<file path="src/rtl/assert_macros.svh">
// Assertion macros for the quad warp RTL; each expects clk and rst_n in scope.
`ifndef ASSERT_MACROS_SVH
`define ASSERT_MACROS_SVH

// cond at an edge requires expr at the same edge
`define QA_HOLDS(lbl, cond, expr, msg) \
  lbl: assert property (@(posedge clk) disable iff (!rst_n) (cond) |-> (expr)) \
    else $error(msg);

// cond at an edge requires expr at the next edge
`define QA_NEXT(lbl, cond, expr, msg) \
  lbl: assert property (@(posedge clk) disable iff (!rst_n) (cond) |=> (expr)) \
    else $error(msg);

`endif

</file>
<file path="src/rtl/qcpw_pkg.sv">
// Shared types, constants and helpers for the quad corner pixel warp.
`timescale 1ns / 1ps
package qcpw_pkg;

  localparam int SIZE_W     = 13;
  localparam int POS_W      = 13;
  localparam int CORNER_W   = 32;
  localparam int CFG_DATA_W = 32;
  localparam int CFG_IDX_W  = 3;
  localparam int SLOPE_W    = 32;
  localparam int FRAC       = 17;
  localparam int DELTA_W    = 17;
  localparam int DELTA_SH   = 18;
  localparam int SIZE_MAX   = (1 << SIZE_W) - 1;

  localparam logic [CFG_IDX_W-1:0] REG_CANVAS_WIDTH  = 3'd0;
  localparam logic [CFG_IDX_W-1:0] REG_CANVAS_HEIGHT = 3'd1;
  localparam logic [CFG_IDX_W-1:0] REG_TL_CORNER     = 3'd2;
  localparam logic [CFG_IDX_W-1:0] REG_TR_CORNER     = 3'd3;
  localparam logic [CFG_IDX_W-1:0] REG_BL_CORNER     = 3'd4;
  localparam logic [CFG_IDX_W-1:0] REG_BR_CORNER     = 3'd5;

  localparam int JOB_W = 3;
  localparam logic [JOB_W-1:0] JOB_TOP_X = 3'd0;
  localparam logic [JOB_W-1:0] JOB_TOP_Y = 3'd1;
  localparam logic [JOB_W-1:0] JOB_BOT_X = 3'd2;
  localparam logic [JOB_W-1:0] JOB_BOT_Y = 3'd3;
  localparam logic [JOB_W-1:0] JOB_RECIP = 3'd4;

  localparam int DIV_STEPS = 33;
  localparam int CNT_W     = $clog2(DIV_STEPS);

  // datapath widths
  localparam int PW    = SLOPE_W + POS_W + 1;
  localparam int SH_W  = DELTA_W + DELTA_SH;
  localparam int BW    = PW + 1;
  localparam int DW    = BW + 1;
  localparam int TW    = DW + POS_W;
  localparam int QW    = TW;
  localparam int TMW   = QW + 1;
  localparam int XQW   = TMW + 1;
  localparam int XW    = XQW - FRAC;

  typedef enum logic [1:0] {
    DRV_LOAD,
    DRV_DIV,
    DRV_STORE,
    DRV_DONE
  } drv_state_t;

  typedef struct packed {
    logic [SLOPE_W-1:0] top_x;
    logic [SLOPE_W-1:0] top_y;
    logic [SLOPE_W-1:0] bot_x;
    logic [SLOPE_W-1:0] bot_y;
    logic [31:0]        recip;
  } coef_t;

  function automatic logic signed [DELTA_W-1:0] ext17(input logic [15:0] v);
    return $signed({v[15], v});
  endfunction

endpackage

</file>
<file path="src/rtl/qcpw_coef_gen.sv">
// Edge slope and height reciprocal derivation through one shared radix-2 divider.
`timescale 1ns / 1ps
`include "assert_macros.svh"
module qcpw_coef_gen (
  input  logic                             clk,
  input  logic                             rst_n,
  input  logic                             restart,
  input  logic [qcpw_pkg::SIZE_W-1:0]      w_eff,
  input  logic [qcpw_pkg::SIZE_W-1:0]      h_eff,
  input  logic [qcpw_pkg::CORNER_W-1:0]    tl,
  input  logic [qcpw_pkg::CORNER_W-1:0]    tr,
  input  logic [qcpw_pkg::CORNER_W-1:0]    bl,
  input  logic [qcpw_pkg::CORNER_W-1:0]    br,
  output qcpw_pkg::coef_t                  coef,
  output logic                             ready
);

  localparam logic [qcpw_pkg::CNT_W-1:0] LAST = qcpw_pkg::CNT_W'(qcpw_pkg::DIV_STEPS - 1);
  localparam int SW = qcpw_pkg::SIZE_W;
  localparam int QDW = qcpw_pkg::DIV_STEPS;

  qcpw_pkg::drv_state_t state_r, state_nxt;
  logic [qcpw_pkg::JOB_W-1:0] job_r;
  logic [qcpw_pkg::CNT_W-1:0] cnt_r;
  logic [SW-1:0]              rem_r;
  logic [QDW-1:0]             quo_r;
  logic [SW-1:0]              dvs_r;
  logic                       neg_r;
  qcpw_pkg::coef_t            coef_r;

  logic do_load, do_step, do_store;
  logic [SW-1:0] sw;
  logic signed [qcpw_pkg::DELTA_W-1:0] delta;
  logic [qcpw_pkg::DELTA_W-1:0] dmag;
  logic [SW-1:0]  dvs_sel;
  logic [QDW-1:0] dvd_sel;
  logic [SW:0]    trial;
  logic           ge;
  logic [31:0]    res;

  assign sw = w_eff - SW'({w_eff[SW-1:2], 1'b0});

  always_comb begin
    unique case (job_r)
      qcpw_pkg::JOB_TOP_X: delta = qcpw_pkg::ext17(tr[15:0]) - qcpw_pkg::ext17(tl[15:0]);
      qcpw_pkg::JOB_TOP_Y: delta = qcpw_pkg::ext17(tr[31:16]) - qcpw_pkg::ext17(tl[31:16]);
      qcpw_pkg::JOB_BOT_X: delta = qcpw_pkg::ext17(br[15:0]) - qcpw_pkg::ext17(bl[15:0]);
      qcpw_pkg::JOB_BOT_Y: delta = qcpw_pkg::ext17(br[31:16]) - qcpw_pkg::ext17(bl[31:16]);
      default:             delta = '0;
    endcase
    dmag = delta[qcpw_pkg::DELTA_W-1] ? qcpw_pkg::DELTA_W'(-delta) : qcpw_pkg::DELTA_W'(delta);
    if (job_r == qcpw_pkg::JOB_RECIP) begin
      dvs_sel = h_eff;
      dvd_sel = {1'b1, 32'b0} + QDW'(h_eff) - QDW'(1);
    end else begin
      dvs_sel = sw;
      dvd_sel = {1'b0, dmag[15:0], 16'b0};
    end
  end

  always_comb begin
    trial = {rem_r, quo_r[QDW-1]};
    ge    = trial >= {1'b0, dvs_r};
  end

  always_comb begin
    if (dvs_r == '0) begin
      res = '0;
    end else if (job_r == qcpw_pkg::JOB_RECIP) begin
      res = quo_r[QDW-1] ? 32'hFFFF_FFFF : quo_r[31:0];
    end else if (neg_r) begin
      res = (quo_r > 33'h0_8000_0000) ? 32'h8000_0000 : 32'd0 - quo_r[31:0];
    end else begin
      res = (quo_r > 33'h0_7FFF_FFFF) ? 32'h7FFF_FFFF : quo_r[31:0];
    end
  end

  always_comb begin
    state_nxt = state_r;
    unique case (state_r)
      qcpw_pkg::DRV_LOAD:  state_nxt = qcpw_pkg::DRV_DIV;
      qcpw_pkg::DRV_DIV:   state_nxt = (cnt_r == LAST) ? qcpw_pkg::DRV_STORE : qcpw_pkg::DRV_DIV;
      qcpw_pkg::DRV_STORE: state_nxt = (job_r == qcpw_pkg::JOB_RECIP) ? qcpw_pkg::DRV_DONE
                                                                      : qcpw_pkg::DRV_LOAD;
      qcpw_pkg::DRV_DONE:  state_nxt = qcpw_pkg::DRV_DONE;
      default:             state_nxt = qcpw_pkg::DRV_LOAD;
    endcase
    if (restart) begin
      state_nxt = qcpw_pkg::DRV_LOAD;
    end
  end

  always_comb begin
    do_load  = 1'b0;
    do_step  = 1'b0;
    do_store = 1'b0;
    ready    = 1'b0;
    unique case (state_r)
      qcpw_pkg::DRV_LOAD:  do_load  = 1'b1;
      qcpw_pkg::DRV_DIV:   do_step  = 1'b1;
      qcpw_pkg::DRV_STORE: do_store = 1'b1;
      qcpw_pkg::DRV_DONE:  ready    = 1'b1;
      default:             ready    = 1'b0;
    endcase
  end

  always_ff @(posedge clk) begin
    if (!rst_n) begin
      state_r <= qcpw_pkg::DRV_LOAD;
      job_r   <= qcpw_pkg::JOB_TOP_X;
      cnt_r   <= '0;
    end else begin
      state_r <= state_nxt;
      if (restart) begin
        job_r <= qcpw_pkg::JOB_TOP_X;
      end else if (do_store) begin
        job_r <= job_r + qcpw_pkg::JOB_W'(1);
      end
      if (do_load) begin
        cnt_r <= '0;
      end else if (do_step) begin
        cnt_r <= cnt_r + qcpw_pkg::CNT_W'(1);
      end
    end
  end

  always_ff @(posedge clk) begin
    if (do_load) begin
      rem_r <= '0;
      quo_r <= dvd_sel;
      dvs_r <= dvs_sel;
      neg_r <= delta[qcpw_pkg::DELTA_W-1];
    end else if (do_step) begin
      rem_r <= ge ? SW'(trial - {1'b0, dvs_r}) : trial[SW-1:0];
      quo_r <= {quo_r[QDW-2:0], ge};
    end
    if (do_store) begin
      case (job_r)
        qcpw_pkg::JOB_TOP_X: coef_r.top_x <= res;
        qcpw_pkg::JOB_TOP_Y: coef_r.top_y <= res;
        qcpw_pkg::JOB_BOT_X: coef_r.bot_x <= res;
        qcpw_pkg::JOB_BOT_Y: coef_r.bot_y <= res;
        default:             coef_r.recip <= res;
      endcase
    end
  end

  assign coef = coef_r;

  `QA_HOLDS(a_recip_set, ready && (h_eff != '0), coef_r.recip != '0, "zero reciprocal for nonzero height")
  `QA_HOLDS(a_flat_square, ready && (sw == '0), (coef_r.top_x == '0) && (coef_r.bot_y == '0), "slope not zero for empty square")

endmodule

</file>
<file path="config.mk">
export PLATFORM = sky130hd
export DESIGN_NAME = qcpw_coef_gen
export DESIGN_NICKNAME = d
export VERILOG_FILES = /design/src/rtl/qcpw_pkg.sv /design/src/rtl/qcpw_coef_gen.sv
export VERILOG_INCLUDE_DIRS = /design/src /design/src/rtl
export SDC_FILE = /design/constraint.sdc
export NUM_CORES = 1
export LEC_CHECK = 0
export ABC_AREA = 1
export BUFFER_PORTS_ARGS = -buffer_cell sky130_fd_sc_hd__buf_2
export CAP_MARGIN = 0
export CORE_UTILIZATION = 32
export DETAILED_ROUTE_END_ITERATION = 10
export PLACE_DENSITY = 0.49
export SETUP_SLACK_MARGIN = 0.2
export SLEW_MARGIN = 20
export SYNTH_ARGS = -nofsm -noshare
export SYNTH_HDL_FRONTEND = slang
export SYNTH_SLANG_ARGS = --single-unit
</file>
<file path="constraint.sdc">
create_clock -name clk -period 10.4 [get_ports clk]
set_input_delay 1.56 -clock clk [delete_from_list [all_inputs] [get_ports clk]]
set_output_delay 1.56 -clock clk [all_outputs]
set_load 0.01 [all_outputs]
</file>
# Yosys cells after proc, flatten, opt, wreduce, memory -nomap -nowiden
# Index checks and enable logic that the tools add are counted.
[word_totals] word_cells=69 out_inout_bits=161 reg_bits=231
[op_classes] n_bitwise=2 n_eq_ne=8 n_mux=20 n_lt_le_gt_ge=3 add_sub_neg=12 n_reduce_logical=12
[op_table] cell="32-bit two-way mux" count=6
[op_table] cell="33-bit two-way mux" count=3
[op_table] cell="17-bit case mux with 4 select lines" count=1
[op_table] cell="16-bit by 16-bit subtractor with 17-bit output" count=4
[op_table] cell="33-bit by 13-bit adder with 33-bit output (first input constant)" count=1
[op_table] cell="33-bit by 31-bit > comparator with 1-bit output (second input constant)" count=1
[op_table] cell="33-bit by 32-bit > comparator with 1-bit output (second input constant)" count=1
[op_table] cell="33-bit by 1-bit subtractor with 33-bit output (second input constant)" count=1
[op_table] cell="1-bit by 32-bit subtractor with 32-bit output (first input constant)" count=1
[op_table] cell="13-bit two-way mux" count=2
[op_table] cell="16-bit two-way mux" count=1
[op_table] cell="16-bit negation" count=1
[op_table] cell="14-bit by 13-bit >= comparator with 1-bit output" count=1
[op_table] cell="13-bit logical NOT" count=1
[op_table] cell="13-bit by 12-bit subtractor with 13-bit output" count=1
[op_table] cell="13-bit subtractor" count=1
[op_table] cell="2-bit AND reduction" count=5
[op_table] cell="2-bit case mux with 4 select lines" count=1
[op_table] cell="6-bit by 1-bit adder with 6-bit output (second input constant)" count=1
[op_table] cell="3-bit by 2-bit equality test with 1-bit output (second input constant)" count=2
[op_table] cell="6-bit equality test (second input constant)" count=1
[op_table] cell="2-bit equality test (second input constant)" count=2
[op_table] cell="1-bit two-way mux" count=4
[op_table] cell="2-bit two-way mux" count=2
[op_table] cell="10 further kinds" count=12

# Depth between registers and ports, before layout
[depth] ltp_word=6 ltp_mapped=23 ltp_nobuf=23

# Worst setup path before layout
# No wires, ideal clock.
[synth_timing] path_kind="input to register" from="in br[16] in the netlist's numbering" to="reg quo_r[30] (data pin)" stages=19 arrival_ns=3.628 setup_time_ns=0.256 t_required_ns=10.144 n_path_buf=0 slack_ns=6.516 cell_sequence="inv_1 -> ha_1 -> inv_1 -> fa_1 -> nand2_1 -> o21ai_0 -> o21ai_1 -> ha_1 -> inv_1 -> a21oi_1 -> nand3_1 -> nor2_2 -> nand3_2 -> nor2_4 -> nand2_1 -> nand2_1 -> nand2_1 -> nand3_1 -> nand2_1"
[synth_via] elab_chain_len=6
[synth_lines] element="start: declaration" line="qcpw_coef_gen.sv:13" text="input logic [qcpw_pkg::CORNER_W-1:0] br,"
[synth_lines] element="16-bit by 16-bit subtractor with 17-bit output (*)" line="qcpw_coef_gen.sv:48" text="qcpw_pkg::JOB_BOT_Y: delta = qcpw_pkg::ext17(br[31:16]) - qcpw_pkg::ext17(bl[31:16]);"
[synth_lines] element="17-bit case mux with 4 select lines (*)" line="qcpw_coef_gen.sv:44" text="unique case (job_r)"
[synth_lines] element="16-bit negation" line="qcpw_coef_gen.sv:51" text="dmag = delta[qcpw_pkg::DELTA_W-1] ? qcpw_pkg::DELTA_W'(-delta) : qcpw_pkg::DELTA_W'(delta);"
[synth_lines] element="16-bit two-way mux (*)" line="qcpw_coef_gen.sv:51"
[synth_lines] element="33-bit two-way mux (*)" line="qcpw_coef_gen.sv:52" text="if (job_r == qcpw_pkg::JOB_RECIP) begin"
[synth_lines] element="33-bit two-way mux (*)" line="qcpw_coef_gen.sv:128" text="if (do_load) begin"
[synth_lines] element="end signal: assignment" line="qcpw_coef_gen.sv:130" text="quo_r <= dvd_sel;"
[synth_lines] element="end signal: assignment" line="qcpw_coef_gen.sv:135" text="quo_r <= {quo_r[QDW-2:0], ge};"
[synth_lines] element="end: declaration" line="qcpw_coef_gen.sv:26" text="logic [QDW-1:0] quo_r;"
# Mark *: on every way between the ends. The rest lies on a longest branch, timed or not.
# A chain may end at the register's enable or synchronous reset.

# Final worst setup path
[layout_timing] from="in tl[0] in the netlist's numbering" to="reg quo_r[30] (data pin)"
[layout_via] elab_chain_len=6
[layout_lines] element="start: declaration" line="qcpw_coef_gen.sv:10" text="input logic [qcpw_pkg::CORNER_W-1:0] tl,"
[layout_lines] element="16-bit by 16-bit subtractor with 17-bit output (*)" line="qcpw_coef_gen.sv:45" text="qcpw_pkg::JOB_TOP_X: delta = qcpw_pkg::ext17(tr[15:0]) - qcpw_pkg::ext17(tl[15:0]);"
[layout_lines] element="17-bit case mux with 4 select lines (*)" line="qcpw_coef_gen.sv:44"
[layout_lines] element="16-bit negation" line="qcpw_coef_gen.sv:51"
[layout_lines] element="16-bit two-way mux (*)" line="qcpw_coef_gen.sv:51"
[layout_lines] element="33-bit two-way mux (*)" line="qcpw_coef_gen.sv:52"
[layout_lines] element="33-bit two-way mux (*)" line="qcpw_coef_gen.sv:128"
# Marks and branches as above.

==> run summary <==
SYNTH
--------------------------------------------------------------------------------
Synthesis Warnings                                                             0
Cell area after synthesis                                              16000 µm²
Flop and latch count out of synthesis                                        231
Count of flip-flops with a built-in enable after synthesis                   207
Async set-or-reset flop fraction in the synthesized netlist                    0
Avg Cell Area, Syn                                                      7.73 µm²
Number of different library cells in the post-synthesis netlist               54
Top_reg_cell synth                                                  sky130_fd_sc_hd__edfxtp_1
Post-synth net total                                                        2335
Instance count of the mapped netlist                                        2072
Sequential area share after synthesis                                      0.418

FLOORPLAN
--------------------------------------------------------------------------------
Placeable core region                                                  49200 µm²
Die Footprint                                                          51000 µm²
Height of the die                                                         226 µm
Starting Density                                                           0.326
Chip width                                                                226 µm
Row Count                                                                     81
I/O pin count                                                                318

POWER
--------------------------------------------------------------------------------
Power per Cell Area                                                   136 nW/µm²
Cell internal power dissipation                                        0.00179 W
Leakage power                                                            9.15 nW
Combinational group share of total power                                   0.231
Net Sw Power                                                          0.000816 W
Flop pwr share                                                             0.433
Clock share of power                                                       0.336
Worst VDD drop                                                          0.101 mV
Switching portion of total power                                           0.313

CELLS AND AREA
--------------------------------------------------------------------------------
Syn-to-layout area delta                                                   19.5%
Area taken by multi-input logic gates                                   7790 µm²
Diode insertion count for antenna repair                                       0
Final standard cell count with taps included and fillers excluded           3064
Commonest non-fill, non-tap cell in the layout                      sky130_fd_sc_hd__nand2_1
Fraction of layout instances using a drive strength above 1                0.176
Final core utilization                                                     0.390
Total of fill cells in the finished design                                  5182
Reg area                                                                6700 µm²
Top library cells by usage in the layout, fill and taps aside       sky130_fd_sc_hd__nand2_1, sky130_fd_sc_hd__inv_1, sky130_fd_sc_hd__buf_2
Nets@finish                                                                 2645

TIMING
--------------------------------------------------------------------------------
Worst slew pin tran                                                     0.967 ns
Final clock skew                                                       0.0124 ns
Total Neg Setup Slack                                                       0 ns
Upper clock frequency limit                                              256 MHz
Min Clock Period, post-route                                             3.91 ns
Setup repair after global routing missed its margin                           no
Final hold viol count                                                          0
Worst rel slew slack                                                       0.354
Max-slew violation total from the final report                                 0
Setup-failing EPs final                                                        0
Fin crit share                                                             0.376

PLACE
--------------------------------------------------------------------------------
Routability congestion estimate from global placement                      0.892
Detail Placement HPWL                                                    38.8 mm
Number of buffers added on ports                                             317
Number of placed cells counting well taps                                   3020

CLOCKING
--------------------------------------------------------------------------------
Resized cells post-CTS                                                         0
TritonCTS clock tree                                                         yes
Maximum clock insertion buffer count                                           3
Worst skew pair latency                                                  0.54 ns
Clock root cell                                                     sky130_fd_sc_hd__clkbuf_16
Post-CTS Setup Repair Bufs                                                     0
CTS hold repair buffers                                                        0
Number of sinks handled by clock tree synthesis                              231
Maximum level of the CTS H-tree                                                1
Clock-pin slew on the worst setup and hold paths                         0.06 ns
Total clock buffers created by CTS                                            24

GRT
--------------------------------------------------------------------------------
Vias in the first global route                                             13900
Initial antenna violation count                                                4
Grt total ovfl                                                                 0
Total GRT Usage                                                            0.193
First-pass GRT wire length                                               76.8 mm
Pin count of the biggest net entering global routing                          53

ROUTING
--------------------------------------------------------------------------------
Total detailed-routing wirelength                                        49.9 mm
Pre-antenna DRT Iters                                                          5
Number of DRC markers after the initial detailed-route iteration            1080
Remaining design rule violation count                                          0
Routed vias/inst                                                            4.83
Routed length per placed instance                                        16.3 µm
Via count                                                                  14800
Count of antenna-violating nets left after detailed routing                    0

SETUP PATH
--------------------------------------------------------------------------------
Arrival time at the worst endpoint                                       4.21 ns
Critical path class                                                    in -> reg
Crit path required time                                                 10.70 ns
Startpoint type of the worst setup path                               input port
Capturing element type of the critical path                            flip-flop
Top fanout value on the critical path                                          4

FLOW RUN
--------------------------------------------------------------------------------
Max-capacitance violation count                                                0

MIN PATH
--------------------------------------------------------------------------------
Hold crit path type                                                   reg -> reg

RUN STATUS
--------------------------------------------------------------------------------
Run status                                                             completed

sequential cells by signal, summed over array words and instances (netlist names):
register  flops
rem_r        13
quo_r        33
state_r       2
coef        160
dvs_r        13
neg_r         1
job_r         3
cnt_r         6
critical path, stage by stage:
cell                      delay (ns)
sky130_fd_sc_hd__buf_2          0.10
sky130_fd_sc_hd__ha_1           0.30
sky130_fd_sc_hd__fa_1           0.60
sky130_fd_sc_hd__o22ai_1        0.11
sky130_fd_sc_hd__o21ai_1        0.22
sky130_fd_sc_hd__ha_1           0.20
sky130_fd_sc_hd__inv_1          0.05
sky130_fd_sc_hd__a21oi_1        0.16
sky130_fd_sc_hd__nand3_1        0.11
sky130_fd_sc_hd__nor2_2         0.16
sky130_fd_sc_hd__nand3_2        0.13
sky130_fd_sc_hd__nor2_4         0.15
sky130_fd_sc_hd__nand2_1        0.09
sky130_fd_sc_hd__nand2_1        0.06
sky130_fd_sc_hd__nand2_1        0.06
sky130_fd_sc_hd__nand3_1        0.10
sky130_fd_sc_hd__nand2_1        0.06
synthesized netlist by cell type (8+ instances only):
cell,n,area (µm²)
sky130_fd_sc_hd__nand2_1,489,1840
sky130_fd_sc_hd__nand3_1,192,961
sky130_fd_sc_hd__o22ai_1,18,113
sky130_fd_sc_hd__a31oi_1,22,138
sky130_fd_sc_hd__edfxtp_1,207,6220
sky130_fd_sc_hd__inv_2,8,30.0
sky130_fd_sc_hd__nor3_1,30,150
sky130_fd_sc_hd__dfxtp_1,24,480
sky130_fd_sc_hd__nor2_2,9,56.3
sky130_fd_sc_hd__nor4_1,13,81.3
sky130_fd_sc_hd__buf_2,8,40.0
sky130_fd_sc_hd__o21ai_0,123,616
sky130_fd_sc_hd__inv_1,353,1330
sky130_fd_sc_hd__xnor2_1,9,78.8
sky130_fd_sc_hd__nor2_1,144,541
sky130_fd_sc_hd__nand3b_1,19,143
sky130_fd_sc_hd__nand2_2,10,62.6
sky130_fd_sc_hd__a21oi_1,121,606
sky130_fd_sc_hd__ha_1,100,1250
sky130_fd_sc_hd__clkbuf_1,28,105
sky130_fd_sc_hd__nand4_1,40,250
sky130_fd_sc_hd__xor2_1,24,210
cells by family (layout without fill, tap and decap cells):
kind of cell / Yosys count / after routing / share of synthesized area
compound gates: 320 / 320 / 0.109
xor+xnor: 33 / 33 / 0.0180
fa+ha+maj: 106 / 106 / 0.0856
buf+inv: 409 / 737 / 0.0991
flops: 231 / 231 / 0.418
simple gates: 973 / 973 / 0.270
worst paths after layout:
path                 start        end  slack [ns]  cells past startpoint
hold reg to reg   rem_r[1]   rem_r[1]        0.46                      2
setup / recovery     tl[0]  quo_r[30]        6.49                     17
hold / removal    rem_r[1]   rem_r[1]        0.46                      2
setup reg to reg  job_r[2]  quo_r[30]        6.55                     19
cell type report:
| class | count | share of cell area |
|---|---|---|
| sequential | 231 | 0.350 |
| clock buffer | 26 | 0.0317 |
| tap | 664 | 0.0434 |
| multi-input combinational | 1432 | 0.407 |
| inverter | 363 | 0.0711 |
| timing repair buffer | 330 | 0.0879 |
| clock inverter | 18 | 0.00967 |
metal layers:
metal  GRT usage  vias to the layer above  wire length [µm]
li1            -                     7547                 -
met1       0.249                     6759             22100
met2       0.330                      410             23800
met3      0.0222                       73              2390
met4      0.0698                        8              1560
met5           0                        -                46
metrics by stage:
step           power [W]  hold slack, ns  setup WS [ns]  area (µm²)
3_3_place_gp     0.00174           0.454           5.98       18400
6_report         0.00260           0.463           6.49       19200
2_1_floorplan    0.00155           0.437           6.52       16000
4_1_cts          0.00262           0.468           6.51       19200
5_1_grt          0.00274           0.481           6.23       19200
3_5_place_dp     0.00175           0.458           5.93       18400
power by group through the flow:
stage | Combinational, W | Clock, W | Sequential [W]
global route | 0.000685 | 0.000926 | 0.00113
CTS | 0.000602 | 0.000895 | 0.00113
floorplan | 0.000428 | 0 | 0.00112
detailed placement | 0.000598 | 0 | 0.00115
global placement | 0.000594 | 0 | 0.00115
finish | 0.000600 | 0.000876 | 0.00113
(Power assumes the default switching activity.)
